**config.mk**
```make
export PLATFORM = sky130hd
export DESIGN_NAME = direct_form_iir_filter
export DESIGN_NICKNAME = d
export VERILOG_FILES = /design/src/sv/dfi_pkg.sv /design/src/sv/direct_form_iir_filter.sv /design/src/sv/dfi_mac.sv /design/src/sv/dfi_div.sv
export SDC_FILE = /design/constraint.sdc
export NUM_CORES = 2
export LEC_CHECK = 0
export ABC_AREA = 1
export ABC_CLOCK_PERIOD_IN_PS = 9400
export BUFFER_PORTS_ARGS = -buffer_cell sky130_fd_sc_hd__buf_4
export CAP_MARGIN = 5
export CELL_PAD_IN_SITES_DETAIL_PLACEMENT = 0
export CELL_PAD_IN_SITES_GLOBAL_PLACEMENT = 1
export CORE_UTILIZATION = 29
export CTS_BUF_LIST = sky130_fd_sc_hd__clkbuf_16
export CTS_CLUSTER_DIAMETER = 150
export DETAILED_ROUTE_END_ITERATION = 7
export GPL_TIMING_DRIVEN = 1
export PLACE_DENSITY_LB_ADDON = 0.12
export SLEW_MARGIN = 20
export SYNTH_ARGS = -nofsm -noshare
export SYNTH_HDL_FRONTEND = slang
export SYNTH_SLANG_ARGS = --single-unit
```
**constraint.sdc**
```tcl
create_clock -name clk -period 9.4 [get_ports clk]
set_clock_uncertainty 0.1 [all_clocks]
set_input_delay 0 -clock clk [delete_from_list [all_inputs] [get_ports clk]]
set_output_delay 0 -clock clk [all_outputs]
set_load 0.005 [all_outputs]
```
**src/sv/dfi_pkg.sv**
```systemverilog
// Shared types, register map and coefficient helpers for the direct form I IIR filter.
// Depends on nothing; every other file of the block imports it.
package dfi_pkg;

  localparam int DFI_MAX_TAPS    = 8;
  localparam int DFI_SAMPLE_BITS = 16;
  localparam int COEF_W          = 16;
  localparam int PORT_W          = 16;
  localparam int CFG_DATA_W      = 64;
  localparam int CFG_ADDR_W      = 6;
  localparam int ORDER_W         = 3;
  localparam int REG_IDX_W       = 3;

  // register indexes, byte address = 8 * index
  localparam logic [REG_IDX_W-1:0] REG_ORDER  = 3'd0;
  localparam logic [REG_IDX_W-1:0] REG_NUM_LO = 3'd1;
  localparam logic [REG_IDX_W-1:0] REG_NUM_HI = 3'd2;
  localparam logic [REG_IDX_W-1:0] REG_DEN_LO = 3'd3;
  localparam logic [REG_IDX_W-1:0] REG_DEN_HI = 3'd4;

  localparam logic [ORDER_W-1:0]    RST_ORDER  = '0;
  localparam logic [CFG_DATA_W-1:0] RST_NUM_LO = 64'd4096;
  localparam logic [CFG_DATA_W-1:0] RST_NUM_HI = 64'd0;
  localparam logic [CFG_DATA_W-1:0] RST_DEN_LO = 64'd4096;
  localparam logic [CFG_DATA_W-1:0] RST_DEN_HI = 64'd0;

  typedef enum logic [1:0] {
    CMD_FILTER = 2'd0,
    CMD_OFFSET = 2'd1,
    CMD_PRESET = 2'd2,
    CMD_NONE   = 2'd3
  } cmd_t;

  typedef enum logic [2:0] {
    S_IDLE,
    S_MAC,
    S_FLUSH,
    S_DIVST,
    S_DIV,
    S_DONE
  } state_t;

  typedef struct packed {
    cmd_t                     command;
    logic signed [PORT_W-1:0] sample_value;
  } in_item_t;

  typedef struct packed {
    logic signed [PORT_W-1:0] filtered_value;
    logic                     saturated;
    logic                     divide_error;
  } out_item_t;

  typedef struct packed {
    logic issue;
    logic clear;
    logic sub;
  } mac_ctrl_t;

  // pick one Q4.12 coefficient out of a low/high register pair
  function automatic logic signed [COEF_W-1:0] coef_sel(
    input logic [CFG_DATA_W-1:0] lo,
    input logic [CFG_DATA_W-1:0] hi,
    input logic [2:0]            idx
  );
    logic [CFG_DATA_W-1:0] word;
    word = idx[2] ? hi : lo;
    return $signed(word[COEF_W*idx[1:0] +: COEF_W]);
  endfunction

endpackage

```
**src/sv/direct_form_iir_filter.sv**
```systemverilog
// Top level of the direct form I IIR filter: register port, histories and sequencer.
// Depends on dfi_pkg, dfi_mac and dfi_div.
//
// Direct form I IIR filter of order N (0..7) with N+1 taps, capped at MAX_TAPS. Coefficients
// are signed Q4.12, four to a 64-bit register, written over the APB port at byte address
// 8*index; the user must write them only while the block is idle, which the block does not
// enforce. A filter item shifts its sample into the input history and computes
// (sum B_i*x_i - sum A_i*y_i) / A0, truncated toward zero and clamped to the sample range;
// the result enters the output history. A0 equal to zero yields 0 with divide_error. An
// offset item adds its value to every history entry with clamping; a preset item loads every
// entry with the clamped value; the unused command only reports the latest output. Every
// item returns one result carrying output_history[0]. A filter item passes its 2*T-1
// products, T being the tap count, one per cycle through the single multiplier, and the
// divider then retires one quotient bit per cycle over ACC_W bits, the accumulator width
// ACC_W being SAMPLE_BITS + 16 + clog2(2*MAX_TAPS). With A0 equal to zero the divider is
// skipped. All other commands go from accept straight to the result. The histories are
// cleared by reset directly, with no clearing pass. The input side stalls while an item is
// in work; a finished result sits in the output register, so the next item may be taken
// while that result waits.
module direct_form_iir_filter import dfi_pkg::*; #(
  parameter int MAX_TAPS    = DFI_MAX_TAPS,
  parameter int SAMPLE_BITS = DFI_SAMPLE_BITS
) (
  input  logic                  clk,
  input  logic                  rst_n,
  // input items
  input  logic                  in_valid,
  output logic                  in_stall,
  input  in_item_t              in_data,
  // result items
  output logic                  out_valid,
  input  logic                  out_stall,
  output out_item_t             out_data,
  // register port
  input  logic                  psel,
  input  logic                  penable,
  input  logic                  pwrite,
  input  logic [CFG_ADDR_W-1:0] paddr,
  input  logic [CFG_DATA_W-1:0] pwdata,
  output logic [CFG_DATA_W-1:0] prdata,
  output logic                  pready
);

  localparam int GROW   = $clog2(2 * MAX_TAPS);
  localparam int ACC_W  = SAMPLE_BITS + COEF_W + GROW;
  localparam int QW     = ACC_W + 1;
  localparam int CNT_W  = $clog2(2 * MAX_TAPS) > 0 ? $clog2(2 * MAX_TAPS) : 1;
  localparam int IDX_W  = MAX_TAPS > 1 ? $clog2(MAX_TAPS) : 1;
  localparam logic signed [QW-1:0] SMAX = {{(QW-SAMPLE_BITS+1){1'b0}}, {(SAMPLE_BITS-1){1'b1}}};
  localparam logic signed [QW-1:0] SMIN = ~SMAX;

  // clamp to the sample range; top bit flags a clip
  function automatic logic [SAMPLE_BITS:0] clamp_fn(input logic signed [QW-1:0] x);
    logic                clip;
    logic signed [QW-1:0] y;
    clip = 1'b0;
    y    = x;
    if (x > SMAX) begin
      y    = SMAX;
      clip = 1'b1;
    end else if (x < SMIN) begin
      y    = SMIN;
      clip = 1'b1;
    end
    return {clip, y[SAMPLE_BITS-1:0]};
  endfunction

  // ---------------------------------------------------------------- register port
  logic [ORDER_W-1:0]    order_r;
  logic [CFG_DATA_W-1:0] num_lo_r;
  logic [CFG_DATA_W-1:0] num_hi_r;
  logic [CFG_DATA_W-1:0] den_lo_r;
  logic [CFG_DATA_W-1:0] den_hi_r;
  logic [REG_IDX_W-1:0]  reg_idx;
  logic                  cfg_wr;

  assign pready  = 1'b1;
  assign reg_idx = paddr[CFG_ADDR_W-1:CFG_ADDR_W-REG_IDX_W];
  assign cfg_wr  = psel && penable && pwrite && pready;

  always_ff @(posedge clk) begin
    if (!rst_n) begin
      order_r  <= RST_ORDER;
      num_lo_r <= RST_NUM_LO;
      num_hi_r <= RST_NUM_HI;
      den_lo_r <= RST_DEN_LO;
      den_hi_r <= RST_DEN_HI;
    end else if (cfg_wr) begin
      case (reg_idx)
        REG_ORDER:  order_r  <= pwdata[ORDER_W-1:0];
        REG_NUM_LO: num_lo_r <= pwdata;
        REG_NUM_HI: num_hi_r <= pwdata;
        REG_DEN_LO: den_lo_r <= pwdata;
        REG_DEN_HI: den_hi_r <= pwdata;
        default: ;
      endcase
    end
  end

  always_comb begin
    case (reg_idx)
      REG_ORDER:  prdata = CFG_DATA_W'(order_r);
      REG_NUM_LO: prdata = num_lo_r;
      REG_NUM_HI: prdata = num_hi_r;
      REG_DEN_LO: prdata = den_lo_r;
      REG_DEN_HI: prdata = den_hi_r;
      default:    prdata = '0;
    endcase
  end

  // ---------------------------------------------------------------- state
  state_t                        state_r, state_nxt;
  logic [CNT_W-1:0]              k_r, k_nxt;
  logic [CNT_W-1:0]              taps_r, taps_nxt;
  logic [CNT_W-1:0]              last_r, last_nxt;
  logic                          sat_r, sat_nxt;
  logic                          err_r, err_nxt;
  logic signed [SAMPLE_BITS-1:0] xh_r [MAX_TAPS];
  logic signed [SAMPLE_BITS-1:0] yh_r [MAX_TAPS];
  logic signed [SAMPLE_BITS-1:0] xh_nxt [MAX_TAPS];
  logic signed [SAMPLE_BITS-1:0] yh_nxt [MAX_TAPS];
  logic                          out_valid_r, out_valid_nxt;
  out_item_t                     out_data_r, out_data_nxt;

  // ---------------------------------------------------------------- datapath helpers
  logic signed [QW-1:0]          v_ext;
  logic                          v_clip;
  logic signed [SAMPLE_BITS-1:0] v_sat;
  logic                          off_clip;
  logic signed [SAMPLE_BITS-1:0] xo [MAX_TAPS];
  logic signed [SAMPLE_BITS-1:0] yo [MAX_TAPS];
  logic [3:0]                    ord_p1;
  logic [3:0]                    taps4;
  logic [4:0]                    last5;
  logic                          is_num;
  logic [CNT_W-1:0]              den_k;
  logic [2:0]                    coef_idx;
  logic signed [COEF_W-1:0]      mac_coef;
  logic signed [SAMPLE_BITS-1:0] mac_smp;
  logic signed [COEF_W-1:0]      a0;
  logic                          a0_zero;
  mac_ctrl_t                     mac_ctrl;
  logic signed [ACC_W-1:0]       mac_acc;
  logic                          div_start;
  logic                          div_done;
  logic signed [QW-1:0]          div_q;
  logic                          q_clip;
  logic signed [SAMPLE_BITS-1:0] q_sat;
  logic signed [QW-1:0]          y0_ext;

  always_comb begin
    v_ext            = QW'($signed(in_data.sample_value));
    {v_clip, v_sat}  = clamp_fn(v_ext);
    off_clip         = 1'b0;
    for (int i = 0; i < MAX_TAPS; i++) begin
      logic c0;
      logic c1;
      {c0, xo[i]} = clamp_fn(QW'(xh_r[i]) + v_ext);
      {c1, yo[i]} = clamp_fn(QW'(yh_r[i]) + v_ext);
      off_clip    = off_clip | c0 | c1;
    end
    {q_clip, q_sat} = clamp_fn(div_q);
    y0_ext          = QW'(yh_r[0]);
  end

  // tap count, capped at the history depth
  always_comb begin
    ord_p1 = {1'b0, order_r} + 4'd1;
    taps4  = (ord_p1 > 4'(MAX_TAPS)) ? 4'(MAX_TAPS) : ord_p1;
    last5  = {taps4, 1'b0} - 5'd2;
  end

  // term k: numerator B_k*x_k while k < taps, then denominator A_j*y_j, j = k - taps + 1
  always_comb begin
    is_num   = k_r < taps_r;
    den_k    = k_r - taps_r + 1'b1;
    coef_idx = is_num ? 3'(k_r) : 3'(den_k);
    mac_coef = is_num ? coef_sel(num_lo_r, num_hi_r, coef_idx)
                      : coef_sel(den_lo_r, den_hi_r, coef_idx);
    mac_smp  = is_num ? xh_r[IDX_W'(k_r)] : yh_r[IDX_W'(den_k)];
    a0       = coef_sel(den_lo_r, den_hi_r, 3'd0);
    a0_zero  = a0 == '0;
    mac_ctrl.issue = state_r == S_MAC;
    mac_ctrl.clear = k_r == '0;
    mac_ctrl.sub   = !is_num;
  end

  dfi_mac #(
    .SAMPLE_BITS (SAMPLE_BITS),
    .ACC_W       (ACC_W)
  ) u_mac (
    .clk   (clk),
    .rst_n (rst_n),
    .ctrl  (mac_ctrl),
    .coef  (mac_coef),
    .smp   (mac_smp),
    .acc   (mac_acc)
  );

  dfi_div #(
    .DVD_W (ACC_W),
    .DVS_W (COEF_W)
  ) u_div (
    .clk      (clk),
    .rst_n    (rst_n),
    .start    (div_start),
    .dividend (mac_acc),
    .divisor  (a0),
    .done     (div_done),
    .quotient (div_q)
  );

  // ---------------------------------------------------------------- sequencer
  always_comb begin
    state_nxt     = state_r;
    k_nxt         = k_r;
    taps_nxt      = taps_r;
    last_nxt      = last_r;
    sat_nxt       = sat_r;
    err_nxt       = err_r;
    xh_nxt        = xh_r;
    yh_nxt        = yh_r;
    div_start     = 1'b0;
    out_valid_nxt = out_valid_r && out_stall;
    out_data_nxt  = out_data_r;

    case (state_r)
      S_IDLE: begin
        if (in_valid) begin
          err_nxt   = 1'b0;
          state_nxt = S_DONE;
          case (in_data.command)
            CMD_FILTER: begin
              // advance both histories, newest at index 0
              for (int i = MAX_TAPS - 1; i > 0; i--) begin
                xh_nxt[i] = xh_r[i-1];
                yh_nxt[i] = yh_r[i-1];
              end
              xh_nxt[0] = v_sat;
              yh_nxt[0] = '0;
              sat_nxt   = v_clip;
              k_nxt     = '0;
              taps_nxt  = CNT_W'(taps4);
              last_nxt  = CNT_W'(last5);
              state_nxt = S_MAC;
            end
            CMD_OFFSET: begin
              xh_nxt  = xo;
              yh_nxt  = yo;
              sat_nxt = off_clip;
            end
            CMD_PRESET: begin
              for (int i = 0; i < MAX_TAPS; i++) begin
                xh_nxt[i] = v_sat;
                yh_nxt[i] = v_sat;
              end
              sat_nxt = v_clip;
            end
            default: begin
              sat_nxt = 1'b0;
            end
          endcase
        end
      end
      S_MAC: begin
        if (k_r == last_r) begin
          state_nxt = S_FLUSH;
        end else begin
          k_nxt = k_r + 1'b1;
        end
      end
      S_FLUSH: begin
        // last product lands in the accumulator
        state_nxt = S_DIVST;
      end
      S_DIVST: begin
        if (a0_zero) begin
          err_nxt   = 1'b1;
          yh_nxt[0] = '0;
          state_nxt = S_DONE;
        end else begin
          div_start = 1'b1;
          state_nxt = S_DIV;
        end
      end
      S_DIV: begin
        if (div_done) begin
          yh_nxt[0] = q_sat;
          sat_nxt   = sat_r | q_clip;
          state_nxt = S_DONE;
        end
      end
      S_DONE: begin
        // hold until the output register is free
        if (!(out_valid_r && out_stall)) begin
          out_valid_nxt               = 1'b1;
          out_data_nxt.filtered_value = y0_ext[PORT_W-1:0];
          out_data_nxt.saturated      = sat_r;
          out_data_nxt.divide_error   = err_r;
          state_nxt                   = S_IDLE;
        end
      end
      default: begin
        state_nxt = S_IDLE;
      end
    endcase
  end

  always_ff @(posedge clk) begin
    if (!rst_n) begin
      state_r     <= S_IDLE;
      k_r         <= '0;
      taps_r      <= '0;
      last_r      <= '0;
      sat_r       <= 1'b0;
      err_r       <= 1'b0;
      out_valid_r <= 1'b0;
      for (int i = 0; i < MAX_TAPS; i++) begin
        xh_r[i] <= '0;
        yh_r[i] <= '0;
      end
    end else begin
      state_r     <= state_nxt;
      k_r         <= k_nxt;
      taps_r      <= taps_nxt;
      last_r      <= last_nxt;
      sat_r       <= sat_nxt;
      err_r       <= err_nxt;
      out_valid_r <= out_valid_nxt;
      xh_r        <= xh_nxt;
      yh_r        <= yh_nxt;
    end
  end

  always_ff @(posedge clk) begin
    out_data_r <= out_data_nxt;
  end

  assign in_stall  = state_r != S_IDLE;
  assign out_valid = out_valid_r;
  assign out_data  = out_data_r;

  // ---------------------------------------------------------------- assertions
  a_busy_after_accept: assert property (@(posedge clk) disable iff (!rst_n)
    (in_valid && !in_stall) |=> in_stall)
    else $error("input not stalled after an item was taken");

  a_div_done_in_div: assert property (@(posedge clk) disable iff (!rst_n)
    div_done |-> (state_r == S_DIV))
    else $error("divider finished outside the divide state");

  a_term_in_range: assert property (@(posedge clk) disable iff (!rst_n)
    (state_r == S_MAC) |-> (k_r <= last_r && taps_r != '0))
    else $error("term counter beyond the last tap");

  a_result_loaded: assert property (@(posedge clk) disable iff (!rst_n)
    (state_r == S_DONE && !(out_valid_r && out_stall)) |=> (out_valid && state_r == S_IDLE))
    else $error("finished item not moved to the output register");

  a_zero_a0: assert property (@(posedge clk) disable iff (!rst_n)
    (state_r == S_DIVST && a0_zero) |=> (err_r && yh_r[0] == '0 && state_r == S_DONE))
    else $error("zero A0 not reported");

endmodule

```
**src/sv/dfi_mac.sv**
```systemverilog
// Shared multiply-accumulate unit of the IIR filter: registered product, then accumulate.
// Depends on dfi_pkg.
module dfi_mac import dfi_pkg::*; #(
  parameter int SAMPLE_BITS = DFI_SAMPLE_BITS,
  parameter int ACC_W       = DFI_SAMPLE_BITS + COEF_W + 4
) (
  input  logic                          clk,
  input  logic                          rst_n,
  input  mac_ctrl_t                     ctrl,
  input  logic signed [COEF_W-1:0]      coef,
  input  logic signed [SAMPLE_BITS-1:0] smp,
  output logic signed [ACC_W-1:0]       acc
);

  localparam int PROD_W = COEF_W + SAMPLE_BITS;

  logic                     prod_vld_r;
  logic                     clr_r;
  logic                     sub_r;
  logic signed [PROD_W-1:0] prod_r;
  logic signed [ACC_W-1:0]  acc_r;
  logic signed [ACC_W-1:0]  term;
  logic signed [ACC_W-1:0]  acc_nxt;

  always_ff @(posedge clk) begin
    if (!rst_n) begin
      prod_vld_r <= 1'b0;
    end else begin
      prod_vld_r <= ctrl.issue;
    end
  end

  always_ff @(posedge clk) begin
    if (ctrl.issue) begin
      prod_r <= coef * smp;
      clr_r  <= ctrl.clear;
      sub_r  <= ctrl.sub;
    end
    if (prod_vld_r) begin
      acc_r <= acc_nxt;
    end
  end

  always_comb begin
    term    = ACC_W'(prod_r);
    acc_nxt = (clr_r ? '0 : acc_r) + (sub_r ? -term : term);
  end

  assign acc = acc_r;

endmodule

```
**src/sv/dfi_div.sv**
```systemverilog
// Iterative signed divider, one quotient bit per cycle, truncating toward zero.
// Depends on dfi_pkg.
module dfi_div import dfi_pkg::*; #(
  parameter int DVD_W = DFI_SAMPLE_BITS + COEF_W + 4,
  parameter int DVS_W = COEF_W
) (
  input  logic                    clk,
  input  logic                    rst_n,
  input  logic                    start,
  input  logic signed [DVD_W-1:0] dividend,
  input  logic signed [DVS_W-1:0] divisor,
  output logic                    done,
  output logic signed [DVD_W:0]   quotient
);

  localparam int CNT_W = $clog2(DVD_W + 1);

  logic             busy_r;
  logic             done_r;
  logic [CNT_W-1:0] cnt_r;
  logic [DVD_W-1:0] q_r;
  logic [DVS_W-1:0] rem_r;
  logic [DVS_W-1:0] d_r;
  logic             neg_r;

  logic [DVD_W-1:0] dvd_mag;
  logic [DVS_W-1:0] dvs_mag;
  logic [DVS_W:0]   rem_sh;
  logic             ge;
  logic [DVS_W-1:0] rem_nxt;
  logic [DVD_W:0]   q_ext;

  always_comb begin
    dvd_mag = dividend[DVD_W-1] ? (~dividend + 1'b1) : dividend;
    dvs_mag = divisor[DVS_W-1] ? (~divisor + 1'b1) : divisor;
    rem_sh  = {rem_r, q_r[DVD_W-1]};
    ge      = rem_sh >= {1'b0, d_r};
    rem_nxt = ge ? DVS_W'(rem_sh - {1'b0, d_r}) : rem_sh[DVS_W-1:0];
    q_ext   = {1'b0, q_r};
  end

  always_ff @(posedge clk) begin
    if (!rst_n) begin
      busy_r <= 1'b0;
      done_r <= 1'b0;
      cnt_r  <= '0;
    end else begin
      done_r <= 1'b0;
      if (start) begin
        busy_r <= 1'b1;
        cnt_r  <= CNT_W'(DVD_W);
      end else if (busy_r) begin
        cnt_r <= cnt_r - 1'b1;
        if (cnt_r == CNT_W'(1)) begin
          busy_r <= 1'b0;
          done_r <= 1'b1;
        end
      end
    end
  end

  always_ff @(posedge clk) begin
    if (start) begin
      q_r   <= dvd_mag;
      rem_r <= '0;
      d_r   <= dvs_mag;
      neg_r <= dividend[DVD_W-1] ^ divisor[DVS_W-1];
    end else if (busy_r) begin
      q_r   <= {q_r[DVD_W-2:0], ge};
      rem_r <= rem_nxt;
    end
  end

  assign done     = done_r;
  assign quotient = neg_r ? $signed(~q_ext + 1'b1) : $signed(q_ext);

endmodule
```
* After elaboration in Yosys (flattened, before gate mapping) *
Cells that the tools add are included.

storage, ports and cells
  output and inout bits = 85
  logic and storage cells = 321
  memories kept = 0
  bits in writable memories = 0
  bits in latches = 0
  bits in registers = 699
  ROM bits = 0

cells by class
  magnitude comparators = 41
  reductions and logical operators = 32
  $mul = 1
  multiplexer cells = 126
  eq/ne operators = 21
  divide/modulo/power cells = 0
  bitwise logic cells = 25
  shift operators = 2
  $add $sub $neg = 28

operators by type and width
  operator                 number
  $pmux W128 S3            2
  $mux W16                 45
  $pmux W64 S5             1
  $add A16 B16 Y17         16
  $gt A17 B16 Y1 const B   16
  $lt A17 B16 Y1 const B   16
  $mux W36                 5
  $mux W128                1
  $mux W64                 2
  $shiftx A64 B7 Y16       2
  $bmux W16 S3             2
  $mux W1                  48
  $pmux W16 S3             1
  $add A37 B1 Y37 const B  1
  $gt A37 B16 Y1 const B   1
  $lt A37 B16 Y1 const B   1
  $mux W37                 1
  $not A36 Y37             1
  $add A36 B1 Y36 const B  1
  $add A36 B36 Y36         1
  $neg A36 Y36             1
  $not A36 Y36             1
  $mul A16 B16 Y32         1
  $mux W3                  6
  49 further kinds         103

* Depth between registers and ports, before layout *
  depth after elaboration = 22
  mapped depth = 46
  depth with buffers taken out = 41

* Cells and area by module *
From an unflattened synthesis, not the netlist that was laid out.

unflattened totals
  cells, all modules = 9446
  area, all modules = 64733.3 µm²

by module, submodules not included
  module                  instances  area each (µm²)  cells each
  direct_form_iir_filter  1          41481.0          6201
  dfi_mac                 1          16666.0          2257
  dfi_div                 1          6586.3           988

* Least setup slack after synthesis *
No wires, ideal clock.

  path kind = reg2reg
  from = register k_r[1]
  to = register u_mac.prod_r[29], data pin
  buffers on the path = 6
  required time = 9036 ps
  period minus slack after synthesis = 8491 ps
  setup time = 264 ps
  data arrival time = 8128 ps
  setup slack = 909 ps
  cell stages (with the launch flop) = 39
  cells stage by stage = dfxtp_1 > buf_2 > inv_1 > buf_4 > buf_4 > buf_2 > ha_1 > inv_2 > ha_1 > xnor2_2 > xnor2_2 > nor2_4 > nor2_2 > buf_4 > o311ai_0 > nand3_1 > nand2_1 > inv_2 > [3 not listed] > fa_1 > inv_1 > fa_1 > fa_1 > fa_1 > fa_1 > inv_1 > fa_1 > inv_1 > ha_1 > nand2_1 > nor4_1 > nand3_1 > nand3_1 > nand3_1 > nand2_1 > a31oi_1 > xor2_1

on the way
  word-level cells in the longest chain between the ends = 8
  elaborated cells on any way between the ends = 19
  classes of those cells = add/sub (2); mul (1); order compare (1); shift (2); mux (11); bitwise (2)

RTL lines
  element                                                                RTL line                       source
  start: declaration                                                     direct_form_iir_filter.sv:113  logic [CNT_W-1:0] k_r, k_nxt;
  start signal: assignment                                               direct_form_iir_filter.sv:324  k_r <= k_nxt;
  parallel branches: the longest is 7 deep, another holds $sub A3 B3 Y3  --
  $mul A16 B16 Y32 *                                                     dfi_mac.sv:35                  prod_r <= coef * smp;
  end signal: assignment                                                 dfi_mac.sv:35
  end: declaration                                                       dfi_mac.sv:20                  logic signed [PROD_W-1:0] prod_r;

Every way passes the cells marked *. The select of a mux whose other input is x is not followed.
A chain may end at the register's enable or synchronous reset.

* Worst setup path in the final report *
  from = register k_r[1]
  to = register u_mac.prod_r[31], data pin

The elaborated chain is that of the path after synthesis.

==> out/results.ini <==
[clock_tree]
clock-root-buffer=clkbuf_16
cts.htree.levels=3
cts_buffers=96
clock_latency_ns=0.78
cts.sinks=698
clk_pin_slew_ns=0.06
cts_buffer_depth=3
cts_tree=built
cts_setup_buffers=0

[synthesis]
ys.flop_type=dfxtp_1
synthesis.nets=9439
synth_seq_area_share_pct=25.0
yosys_warnings=0
synth_top_area_share_pct=18.1
syn_area_sq_mm=0.0615
ys_seq_elements=698
syn_inst=8654
synth_cell_types=70
ys_async_sr_fraction_pct=0
syn_avg_cell_area_sq_um=7.10
synthTopCellsByArea=dfxtp_1 18%, nand2_1 11%, fa_1 9.2%
synth_area_leader_cell=dfxtp_1
synth_edf_count=141

[finish]
layout.nets=9583
fillerInstances=22900
final_cell_mix=1,740 x nand2_1, 985 x inv_1, 872 x nor2_1
multi_input_area_sq_mm=0.0408
seqCellArea_sq_mm=0.0154
final_common_cell=nand2_1
syn_to_final_growth_pct=14.6
layout-drive-gt1-share_pct=6.82

[setup_path]
cp_top_family=adder cells
arrival_ns=9.25
reg2reg_slack_ns=0.51
cp_max_fo=15
worstSetupPathType=reg -> reg
crit_path_start_kind=flip-flop
cp.required_ns=9.77
worstSetupEndpointType=flip-flop
cp_num_buf_inv=11
critPathSlowestCell=o311ai_0
r2r-start=k_r[1]
rr_worst_depth=32
slowest_delay_ns=0.85
reg2reg_to=u_mac.prod_r[31]

[sta]
whs_ns=0.0349
setup_viol=0
slew_viol_final=0
final.min_clock_period_ns=8.89
rsz0062_at_grt=false
finalCritPeriodShare_pct=94.5
relSlewSlack_pct=21.4
worstMarginPinSlew_ns=1.18
max_freq_mhz=113
hold_viol_final=0
final.setup.worst_slack_ns=0.513
fin_tns_setup_ns=0

[floorplanning]
fp-row-count=168
start_util_pct=29.2
die_h_um=462
die_w_um=462
core_area_sq_mm=0.210
die_area_sq_mm=0.214
io_pins=180

[detailed_routing]
drc=0
antenna_left=0
drtPass1Iterations=6
wl_per_cell_um=22.9
wirelength_um=268000
drt_first_iter_violations=4874
post_drt_via_cell_ratio=5.19
vias=60700

[global_route]
grt_pass1_wl_um=399000
gr-usage-all-layers_pct=24.5
grt_pass1_vias=59500
grt_antenna_before_repair=14
grt-ovfl-total=0
met2_usage_pct=40.0
use_met1_pct=33.9
grt_max_degree=174
use_met3_pct=2.98
grt_busiest_layer=met2

[hold_path]
holdPathStages=5
min_from=penable
holdPathEnd=order_r[2]
hold_class=in -> reg

[placement]
place_congestion=0.871
pre_cts_slack_ns=0.211
dpl.hpwl_um=192000
io_buffer_count=175

[run]
cap_viol_max_count=0

[outcome]
run_status=finished, final reports clean

==> through the flow <==
step	cell area, sq um	util [%]	cells
2_1_floorplan	61500	-	8654
3_3_place_gp	65800	31.3	11400
3_5_place_dp	65800	31.3	11400
4_1_cts	70400	33.5	11700
5_1_grt	70400	33.5	11700
6_report	70500	33.5	11700
==> cells by family (layout without fill, tap and decap cells) <==
group / after synthesis / after routing / synth area share, %
buffers and inverters: 1421 / 1647 / 8.99
xor gates and xnor gates: 395 / 395 / 5.65
and+or+nand+nor: 3193 / 3193 / 21.2
DFF: 698 / 698 / 25.0
other: 1 / 7 / 0.00610
adders and majority gates: 690 / 690 / 17.5
AOI/OAI and AO/OA: 2256 / 2256 / 21.7
==> what timing repair did <==
| item | 4_1_cts | 5_1_grt |
|---|---|---|
| hold buffers | 151 | 0 |
| gates resized for setup | 0 | 12 |
| setup endpoints to repair | 0 | 10 |
| hold endpoints to repair | 317 | 0 |
==> worst register-to-register path, delay by kind of cell (launching register included) <==
family / cells / cell delay, ns
and+or+nand+nor: 5 / 0.75
xor gates and xnor gates: 3 / 0.60
buffers and inverters: 11 / 1.23
DFF: 1 / 0.34
AOI/OAI and AO/OA: 4 / 1.57
adders and majority gates: 9 / 4.01
==> state kept, by name (all words and copies together), names as in the netlist, 3 cells and up <==
register,count
u_div.rem_r,16
num_hi_r,64
u_div.d_r,16
y0_ext,16
den_lo_r,64
state_r,3
den_hi_r,64
xh_r,128
out_data,18
k_r,4
num_lo_r,64
last_r,3
u_div.cnt_r,6
u_mac.prod_r,32
yh_r,112
order_r,3
u_mac.acc,36
taps_r,4
u_div.q_r,36
==> final cells by class <==
class                           instances  area share, %
Clock inverter                         84          0.948
Timing Repair Buffer                  470           5.61
Clock buffer                           96           3.41
Sequential cell                       698           21.8
Multi-Input combinational cell       6535           57.8
Tap cell                             2805           4.98
Inverter                              997           5.35
Antenna cell                            6         0.0213
==> layer usage <==
layer	share of wire, %	routed length (um)	up-vias
met5	0.032	86	-
li1	-	-	29400
met4	2.5	6670	14
met2	46	123000	1443
met1	47	126000	29600
met3	4.5	12100	297
==> Yosys cell counts (19+ instances only) <==
cell type	number
o211ai_1	289
nor2_1	876
xnor2_1	146
o22ai_1	30
a21boi_0	22
fa_1	281
nor3_1	66
dfxtp_1	557
buf_1	32
o21bai_1	22
buf_2	69
o2111ai_1	44
ha_1	409
o21ai_0	665
edfxtp_1	141
a31oi_1	34
nand2_1	1744
a221o_1	20
o311ai_1	30
a21oi_1	882
inv_2	27
o311ai_0	35
nand2_2	27
nand4_1	32
a32o_1	26
inv_1	966
xor2_1	247
nand3_1	360
a221oi_1	66
clkbuf_1	303
a21o_1	19
==> worst max path at each step <==
stage / cells past startpoint / slack [ns] / endpoint / start
3_3_place_gp: 31 / 0.26 / u_mac.prod_r[29] / k_r[1]
4_1_cts: 31 / 0.14 / u_mac.prod_r[29] / k_r[1]
3_5_place_dp: 31 / 0.21 / u_mac.prod_r[29] / k_r[1]
6_report: 32 / 0.51 / u_mac.prod_r[31] / k_r[1]
2_1_floorplan: 38 / 0.91 / u_mac.prod_r[29] / k_r[1]
5_1_grt: 34 / 0.01 / u_mac.prod_r[29] / k_r[1]
Power is left out: the tool's default activity adds up to more than one toggle a clock period on the data nets, which glitch-free logic cannot reach.
